## config.mk

```make
export PLATFORM = sky130hd
export DESIGN_NAME = stepper_full_step_sequencer_unit
export DESIGN_NICKNAME = d
export VERILOG_FILES = /design/src/rtl/stpseq_pkg.sv /design/src/rtl/stpseq_next.sv /design/src/rtl/stepper_full_step_sequencer_unit.sv
export SDC_FILE = /design/constraint.sdc
export NUM_CORES = 1
export LEC_CHECK = 0
export ABC_AREA = 0
export BUFFER_PORTS_ARGS = -buffer_cell sky130_fd_sc_hd__buf_2
export CAP_MARGIN = 10
export CORE_UTILIZATION = 35
export CTS_CLUSTER_DIAMETER = 120
export CTS_CLUSTER_SIZE = 30
export DETAILED_ROUTE_END_ITERATION = 12
export GPL_ROUTABILITY_DRIVEN = 0
export SLEW_MARGIN = 10
export SYNTH_ARGS = -nofsm -noshare
export SYNTH_HDL_FRONTEND = slang
export SYNTH_HIERARCHICAL = 1
export SYNTH_SLANG_ARGS = --single-unit
```

## constraint.sdc

```tcl
create_clock -name clock -period 5.8 [get_ports clock]
set_input_delay 0.87 -clock clock [delete_from_list [all_inputs] [get_ports clock]]
set_output_delay 0.87 -clock clock [all_outputs]
set_load 0.05 [all_outputs]
```

## src/rtl/stpseq_pkg.sv

```systemverilog
// Shared types and constants of the full-step stepper sequencer.
// Used by stpseq_next and stepper_full_step_sequencer_unit; depends on nothing.
package stpseq_pkg;

   localparam int unsigned SPR_W   = 16;
   localparam int unsigned DELAY_W = 32;
   localparam int unsigned POS_W   = 32;
   localparam int unsigned CSR_INDEX_W = 2;
   localparam int unsigned CSR_DATA_W  = 32;

   // Action codes of a request.
   localparam logic [2:0] ACT_TICK      = 3'd0;
   localparam logic [2:0] ACT_MOVE_REL  = 3'd1;
   localparam logic [2:0] ACT_MOVE_HOME = 3'd2;
   localparam logic [2:0] ACT_MOVE_ZERO = 3'd3;
   localparam logic [2:0] ACT_SET_HOME  = 3'd4;
   localparam logic [2:0] ACT_SET_ZERO  = 3'd5;

   // Register indexes of the configuration port.
   localparam logic [CSR_INDEX_W-1:0] CSR_STEPS_PER_ROTATION = 2'd0;
   localparam logic [CSR_INDEX_W-1:0] CSR_STEP_DELAY_TICKS   = 2'd1;

   localparam logic [SPR_W-1:0]   SPR_RESET   = 16'd200;
   localparam logic [DELAY_W-1:0] DELAY_RESET = 32'd180000;

   localparam logic [3:0] COILS_OFF = 4'b0000;

   typedef struct packed {
      logic [2:0]               action;
      logic signed [POS_W-1:0]  steps;
   } req_type;

   typedef struct packed {
      logic [3:0]               coils;
      logic signed [POS_W-1:0]  position;
      logic [SPR_W-1:0]         rotation_step;
      logic                     moving;
      logic                     stepped;
      logic                     rejected;
   } rsp_type;

   typedef struct packed {
      logic [POS_W-1:0]   position_count;
      logic [SPR_W-1:0]   rotation_count;
      logic [POS_W-1:0]   steps_remaining;
      logic               direction_forward;
      logic [DELAY_W-1:0] delay_counter;
      logic [3:0]         coil_pattern;
   } state_type;

   // Full-step coil pattern for the rotation counter modulo four.
   function automatic logic [3:0] coil_lookup(input logic [1:0] phase);
      logic [3:0] pattern;
      case (phase)
         2'd0:    pattern = 4'b1010;
         2'd1:    pattern = 4'b0110;
         2'd2:    pattern = 4'b0101;
         default: pattern = 4'b1001;
      endcase
      return pattern;
   endfunction

endpackage

```

## src/rtl/stpseq_next.sv

```systemverilog
// Next-state and result logic of the sequencer for one request.
// Depends on stpseq_pkg; purely combinational.
module stpseq_next (
   input  stpseq_pkg::state_type              state,
   input  stpseq_pkg::req_type                req,
   input  logic [stpseq_pkg::SPR_W-1:0]       steps_per_rotation,
   input  logic [stpseq_pkg::DELAY_W-1:0]     step_delay_ticks,
   output stpseq_pkg::state_type              state_next,
   output stpseq_pkg::rsp_type                rsp
);
   import stpseq_pkg::*;

   logic               busy;
   logic [SPR_W-1:0]   spr_eff;
   logic [SPR_W:0]     rot_inc;
   logic [SPR_W-1:0]   rot_stepped;
   logic [DELAY_W-1:0] delay_inc;
   logic [POS_W-1:0]   move_count;
   logic               move_start;
   logic               step_now;
   logic               rejected;

   assign busy    = state.steps_remaining != '0;
   assign spr_eff = (steps_per_rotation == '0) ? SPR_W'(1) : steps_per_rotation;
   assign rot_inc = {1'b0, state.rotation_count} + (SPR_W+1)'(1);
   assign delay_inc = state.delay_counter + DELAY_W'(1);

   // Rotation counter after one step in the current direction.
   always_comb begin
      if (state.direction_forward) begin
         rot_stepped = (rot_inc >= {1'b0, spr_eff}) ? '0 : rot_inc[SPR_W-1:0];
      end else if (state.rotation_count == '0) begin
         rot_stepped = spr_eff - SPR_W'(1);
      end else begin
         rot_stepped = state.rotation_count - SPR_W'(1);
      end
   end

   always_comb begin
      move_count = '0;
      move_start = 1'b0;
      step_now   = 1'b0;
      rejected   = 1'b0;
      state_next = state;
      case (req.action) inside
         ACT_TICK: begin
            if (busy) begin
               state_next.delay_counter = delay_inc;
               if (delay_inc >= step_delay_ticks) begin
                  state_next.delay_counter = '0;
                  step_now = 1'b1;
               end
            end
         end
         [ACT_MOVE_REL:ACT_SET_ZERO]: begin
            if (busy) begin
               rejected = 1'b1;
            end else begin
               case (req.action)
                  ACT_MOVE_REL: begin
                     move_count = req.steps;
                     move_start = 1'b1;
                  end
                  ACT_MOVE_HOME: begin
                     move_count = '0 - state.position_count;
                     move_start = 1'b1;
                  end
                  ACT_MOVE_ZERO: begin
                     // Moves only when off the zero of the rotation.
                     if (state.rotation_count != '0) begin
                        move_start = 1'b1;
                        if (state.rotation_count >= spr_eff) begin
                           move_count = POS_W'(1);
                        end else begin
                           move_count = POS_W'(spr_eff - state.rotation_count);
                        end
                     end
                  end
                  ACT_SET_HOME: state_next.position_count = '0;
                  default:      state_next.rotation_count = '0;
               endcase
            end
         end
         default: ;
      endcase

      if (move_start && move_count != '0) begin
         state_next.direction_forward = !move_count[POS_W-1];
         state_next.steps_remaining   = move_count[POS_W-1] ? ('0 - move_count) : move_count;
         state_next.delay_counter     = '0;
      end

      if (step_now) begin
         state_next.position_count  = state.direction_forward
                                      ? state.position_count + POS_W'(1)
                                      : state.position_count - POS_W'(1);
         state_next.rotation_count  = rot_stepped;
         state_next.steps_remaining = state.steps_remaining - POS_W'(1);
         state_next.coil_pattern    = coil_lookup(rot_stepped[1:0]);
      end
   end

   always_comb begin
      rsp.coils         = state_next.coil_pattern;
      rsp.position      = state_next.position_count;
      rsp.rotation_step = state_next.rotation_count;
      rsp.moving        = state_next.steps_remaining != '0;
      rsp.stepped       = step_now;
      rsp.rejected      = rejected;
   end

endmodule

```

## src/rtl/stepper_full_step_sequencer_unit.sv

```systemverilog
// Top level of the full-step stepper sequencer: state, configuration and handshakes.
// Depends on stpseq_pkg and stpseq_next.
//
// Usage. Each request on req_ carries an action and a signed step count. A tick
// request counts the inter-step delay of a running move; the other actions start
// a relative move, a move home, a move to rotation zero, or clear the position or
// the rotation counter. Every accepted request yields exactly one result on rsp_,
// carrying the coil drive, the position, the step within the rotation and the
// moving, stepped and rejected flags.
// The result is registered and presented in the cycle after its request is accepted.
// Throughput is one request per cycle while no result waits under rsp_stall, which
// a tick stream needs; the figure is set by the single state update of each request.
// The result register lets a new request in whenever it is empty or being taken
// in the same cycle; req_stall is raised only while a result waits under rsp_stall.
// Reset (synchronous, active high) clears the motor state, switches all coils off,
// empties the result register and restores 200 steps per rotation and a delay of
// 180000 ticks. csr_ is always ready; writes should be made while the block idles.
module stepper_full_step_sequencer_unit (
   input  logic                                clock,
   input  logic                                reset,
   input  logic                                req_valid,
   output logic                                req_stall,
   input  stpseq_pkg::req_type                 req_data,
   output logic                                rsp_valid,
   input  logic                                rsp_stall,
   output stpseq_pkg::rsp_type                 rsp_data,
   input  logic                                csr_valid,
   output logic                                csr_ready,
   input  logic [stpseq_pkg::CSR_INDEX_W-1:0]  csr_index,
   input  logic [stpseq_pkg::CSR_DATA_W-1:0]   csr_data
);
   import stpseq_pkg::*;

   logic [SPR_W-1:0]   spr_ff,   spr_in;
   logic [DELAY_W-1:0] delay_ff, delay_in;
   state_type          state_ff, state_in;
   logic               rsp_valid_ff, rsp_valid_in;
   rsp_type            rsp_ff, rsp_in;
   state_type          state_calc;
   rsp_type            rsp_calc;
   logic               req_fire;
   logic               rsp_fire;

   // Configuration port: a write lands on the next edge; unknown indexes are ignored.
   assign csr_ready = 1'b1;

   always_comb begin
      spr_in   = spr_ff;
      delay_in = delay_ff;
      if (csr_valid && csr_ready) begin
         unique case (csr_index)
            CSR_STEPS_PER_ROTATION: spr_in   = csr_data[SPR_W-1:0];
            CSR_STEP_DELAY_TICKS:   delay_in = csr_data[DELAY_W-1:0];
            default: ;
         endcase
      end
   end

   // The whole state update for one request is worked out in a single pass.
   stpseq_next u_next (
      .state              (state_ff),
      .req                (req_data),
      .steps_per_rotation (spr_ff),
      .step_delay_ticks   (delay_ff),
      .state_next         (state_calc),
      .rsp                (rsp_calc)
   );

   // A request may enter whenever the result register will be free at this edge.
   assign req_stall = rsp_valid_ff && rsp_stall;
   assign req_fire  = req_valid && !req_stall;
   assign rsp_fire  = rsp_valid_ff && !rsp_stall;

   always_comb begin
      state_in     = req_fire ? state_calc : state_ff;
      rsp_in       = req_fire ? rsp_calc : rsp_ff;
      rsp_valid_in = req_fire ? 1'b1 : (rsp_fire ? 1'b0 : rsp_valid_ff);
   end

   always_ff @(posedge clock) begin
      if (reset) begin
         spr_ff       <= SPR_RESET;
         delay_ff     <= DELAY_RESET;
         state_ff     <= '{position_count:    '0,
                           rotation_count:    '0,
                           steps_remaining:   '0,
                           direction_forward: 1'b0,
                           delay_counter:     '0,
                           coil_pattern:      COILS_OFF};
         rsp_valid_ff <= 1'b0;
      end else begin
         spr_ff       <= spr_in;
         delay_ff     <= delay_in;
         state_ff     <= state_in;
         rsp_valid_ff <= rsp_valid_in;
      end
   end

   // The result payload needs no reset: it is qualified by rsp_valid.
   always_ff @(posedge clock) begin
      rsp_ff <= rsp_in;
   end

   assign rsp_valid = rsp_valid_ff;
   assign rsp_data  = rsp_ff;

   // The moving flag of a pending result always agrees with the state its request produced.
   a_moving_matches: assert property (@(posedge clock) disable iff (reset)
      rsp_valid_ff |-> (rsp_ff.moving == (state_ff.steps_remaining != '0)))
      else $error("moving flag disagrees with steps remaining");

   // A step and a rejection cannot come from the same request.
   a_step_or_reject: assert property (@(posedge clock) disable iff (reset)
      rsp_valid_ff |-> !(rsp_ff.stepped && rsp_ff.rejected))
      else $error("result both stepped and rejected");

   // After a step the coils are always driven.
   a_step_drives_coils: assert property (@(posedge clock) disable iff (reset)
      (rsp_valid_ff && rsp_ff.stepped) |-> (rsp_ff.coils != COILS_OFF))
      else $error("step left the coils off");

   // A tick while idle leaves the position and the rotation counter alone.
   a_idle_tick_holds: assert property (@(posedge clock) disable iff (reset)
      (req_fire && req_data.action == ACT_TICK && state_ff.steps_remaining == '0)
      |=> ($stable(state_ff.position_count) && $stable(state_ff.rotation_count)))
      else $error("idle tick moved the motor");

endmodule
```

==> key figures <==
Power and ir drop
  • Leak: 8.893 nW
  • Pwr Density: 174.2 mW/mm^2
  • Overall power: 3.747 mW
  • Max VDD drop: 0.1858 mV

Logic synthesis
  • Post-synthesis area per instance: 8.029 um^2
  • Largest area contributor in the netlist: dfxtp_1
  • Asr flop ratio synth: 0
  • Ys flop type: dfxtp_1
  • Commonest cells post-synth: 314 x nand2b_1, 168 x mux2i_1, 166 x dfxtp_1
  • Seq cells post-synth: 221
  • Syn Inst Count: 2419
  • Most frequent cell after synthesis: nand2b_1
  • Ys Warns: 6
  • Register area share after synthesis: 0.2562
  • Cell Area, Synth: 0.01942 mm^2
  • Syn Nets: 2600
  • Post-synth EDFFs: 55
  • Area share of the largest cell type after synthesis: 0.1711
  • Synth unique cells: 93
  • Top post-synthesis cells by area: dfxtp_1 17%, nand2b_1 10%, mux2i_1 8.7%

Floorplanning
  • Die Area: 0.05643 mm^2
  • Die Ht: 237.6 um
  • IO Count: 132
  • Die Wd: 237.6 um
  • # rows: 85
  • Initial cell density of the core: 0.3574
  • Core Area: 0.05435 mm^2

Critical path
  • Setup CP Type: register to register
  • R2r endpoint: rsp_data[2]$_DFFE_PP_
  • Setup crit end kind: register
  • Crit path arrival time: 5.93 ns
  • Worst Reg-to-Reg Cells: 19
  • Crit start category: register
  • R2r setup slk: 0.13 ns
  • Reg2Reg Launch Point: spr_ff[3]$_SDFFE_PP1P_
  • Crit. Startpoint: spr_ff[3]$_SDFFE_PP1P_
  • CP required: 6.07 ns
  • End point of the critical path: rsp_data[2]$_DFFE_PP_
  • Crit Path Max Fanout: 8

Layout
  • Register Area: 0.004981 mm^2
  • Antenna Diode Count: 0
  • Non-filler instance count after layout: 3227
  • Layout cells sized above 1: 0.1419
  • Multi-input gate area: 0.01323 mm^2
  • Area Overhead vs Synth: 10.78%
  • FILL cells: 5530
  • Layout net count: 2663

CTS
  • CTS tree: built
  • H-tree depth: 1
  • Worst-path clk slew: 0.13 ns
  • CTS Buf Count: 12
  • Num Clock Sinks: 221
  • CTS Buffer Depth: 3
  • Clk_lat worst skew: 0.55 ns
  • Root buffer cell: clkbuf_16

Timing
  • Tcrit/Tclk final: 0.9768
  • Min Tclk post-route: 5.665 ns
  • Final Max Slew Viols: 0
  • Fin worst setup slack: 0.1347 ns
  • Achievable Freq: 0.1765 GHz
  • Clk_skew: 0.04766 ns
  • Relative slew slack: 0.2268
  • Hold Slack: 0.4828 ns
  • Worst slew pin tran: 1.153 ns
  • Final Hold Fails: 0
  • Setup violators final: 0

Route
  • Vias: 18290
  • Wirelength per Cell: 18.87 um
  • Drt drc: 0
  • Pre-antenna DRT Iters: 6
  • Starting DRC count in detailed routing: 1893
  • Routed Antenna Nets: 0
  • Mean number of vias per cell: 5.668
  • Routed WL: 60900 um

GRT
  • Largest net degree at the start of global routing: 211
  • First-pass GRT wire length: 95040 um
  • Initial antenna violation count: 1
  • Vias in the first global route: 17200
  • Total global-route track usage: 0.2084
  • Gr ovfl total: 0

Min path
  • Hold depth: 2
  • Type of the tightest min-delay check: register to register

Placed design
  • DP HPWL: 46210 um
  • Port Buf Inserts: 130
  • Pre-CTS setup slack: -0.1392 ns
  • Dpl cells: 3200

Flow run
  • Max-Cap Viols: 0

Outcome
  • Status: finished clean
-- power breakdown --
group / leakage [nW] / switching, mW / total (mW) / internal [mW]
registers: 1.90 / 0.0313 / 1.65 / 1.62
logic: 6.81 / 0.688 / 1.09 / 0.400
clock network: 0.183 / 0.595 / 1.01 / 0.412
total: 8.89 / 1.31 / 3.75 / 2.43
-- critical path: stages (launching register included) --
cell and delay (ns):
dfxtp_2 0.36, nor4_4 0.30, a41oi_2 0.25, ha_2 0.27, fa_2 0.35, nand2b_4 0.17
a21oi_4 0.15, o21ai_1 0.09, xnor2_1 0.17, or3b_2 0.50, o21a_1 0.21, or4_4 0.50
a221o_1 0.42, o211ai_1 0.23, buf_4 0.21, a21oi_2 0.06, o221a_2 0.25, or4_4 0.53
nor4_4 0.26, nand4bb_1 0.11
-- cells in the final DEF, fill, tap and decap left out, types with 52 or more instances in the layout --
cell        n
a21oi_1   109
buf_2     129
buf_4     122
dfxtp_1   161
edfxtp_1   55
ha_1      101
inv_1      97
mux2i_1   168
nand2_1   130
nand2b_1  312
nand3_1    92
nor2_1    157
o21ai_0   130
xnor2_1    91
xor2_1     52
-- metal layers --
layer  track usage  routed length, um
met1        0.2884              27720
met2        0.3340              26780
met3       0.03275               4616
met4       0.05650               1779
met5             0                  0
-- registers in the layout, indices dropped and copies added (netlist names) --
register	flops
rsp_valid	1
state_ff	117
delay_ff	32
spr_ff	16
rsp_data	55
-- kinds of logic (layout without fill, tap and decap cells) --
family	after synthesis	after routing	share of synthesized area
fa+ha+maj	107	107	0.06971
mux	170	170	0.08775
compound gates	498	498	0.1671
xor+xnor	144	144	0.06494
buf+inv	303	372	0.07460
flops	221	221	0.2562
simple gates	975	975	0.2796
other cells	1	1	0.0001931
-- final cells by class --
class / instances / area share
clock buffers: 14 / 0.01431
multi-input cells: 1895 / 0.6148
well taps: 739 / 0.04298
clock inverters: 6 / 0.003605
flip-flops and latches: 221 / 0.2315
inverters: 97 / 0.01692
repair buffers: 255 / 0.07589
-- metrics by stage --
| step | utilization | cell area, um^2 | setup TNS (ns) |
|---|---|---|---|
| after floorplan | - | 19420 | 0 |
| after global placement | 0.3840 | 20870 | -0.1626 |
| after detailed placement | 0.3840 | 20870 | -0.1392 |
| after CTS | 0.3919 | 21300 | 0 |
| after global routing | 0.3959 | 21520 | -0.05250 |
| final | 0.3959 | 21520 | 0 |
-- worst min-delay path by stage --
stage	to	slack [ns]	start
floorplan	state_ff[27]$_SDFFE_PP0P_	0.45	state_ff[27]$_SDFFE_PP0P_
global placement	state_ff[1]$_SDFFE_PP0P_	0.46	state_ff[1]$_SDFFE_PP0P_
detailed placement	delay_ff[22]$_SDFFE_PP0P_	0.46	delay_ff[22]$_SDFFE_PP0P_
CTS	delay_ff[2]$_SDFFE_PP0P_	0.49	delay_ff[2]$_SDFFE_PP0P_
global route	delay_ff[24]$_SDFFE_PP0P_	0.50	delay_ff[24]$_SDFFE_PP0P_
finish	delay_ff[2]$_SDFFE_PP0P_	0.48	delay_ff[2]$_SDFFE_PP0P_
-- repair_timing --
| item | in CTS | in global routing |
|---|---|---|
| setup endpoints to repair | 1 | 10 |
| pin swaps | 2 | 11 |
| hold buffers | 0 | 0 |
| gates resized for setup | 5 | 44 |
| buffers inserted | 1 | 6 |
Note: power is estimated with default switching activity, not from simulation.
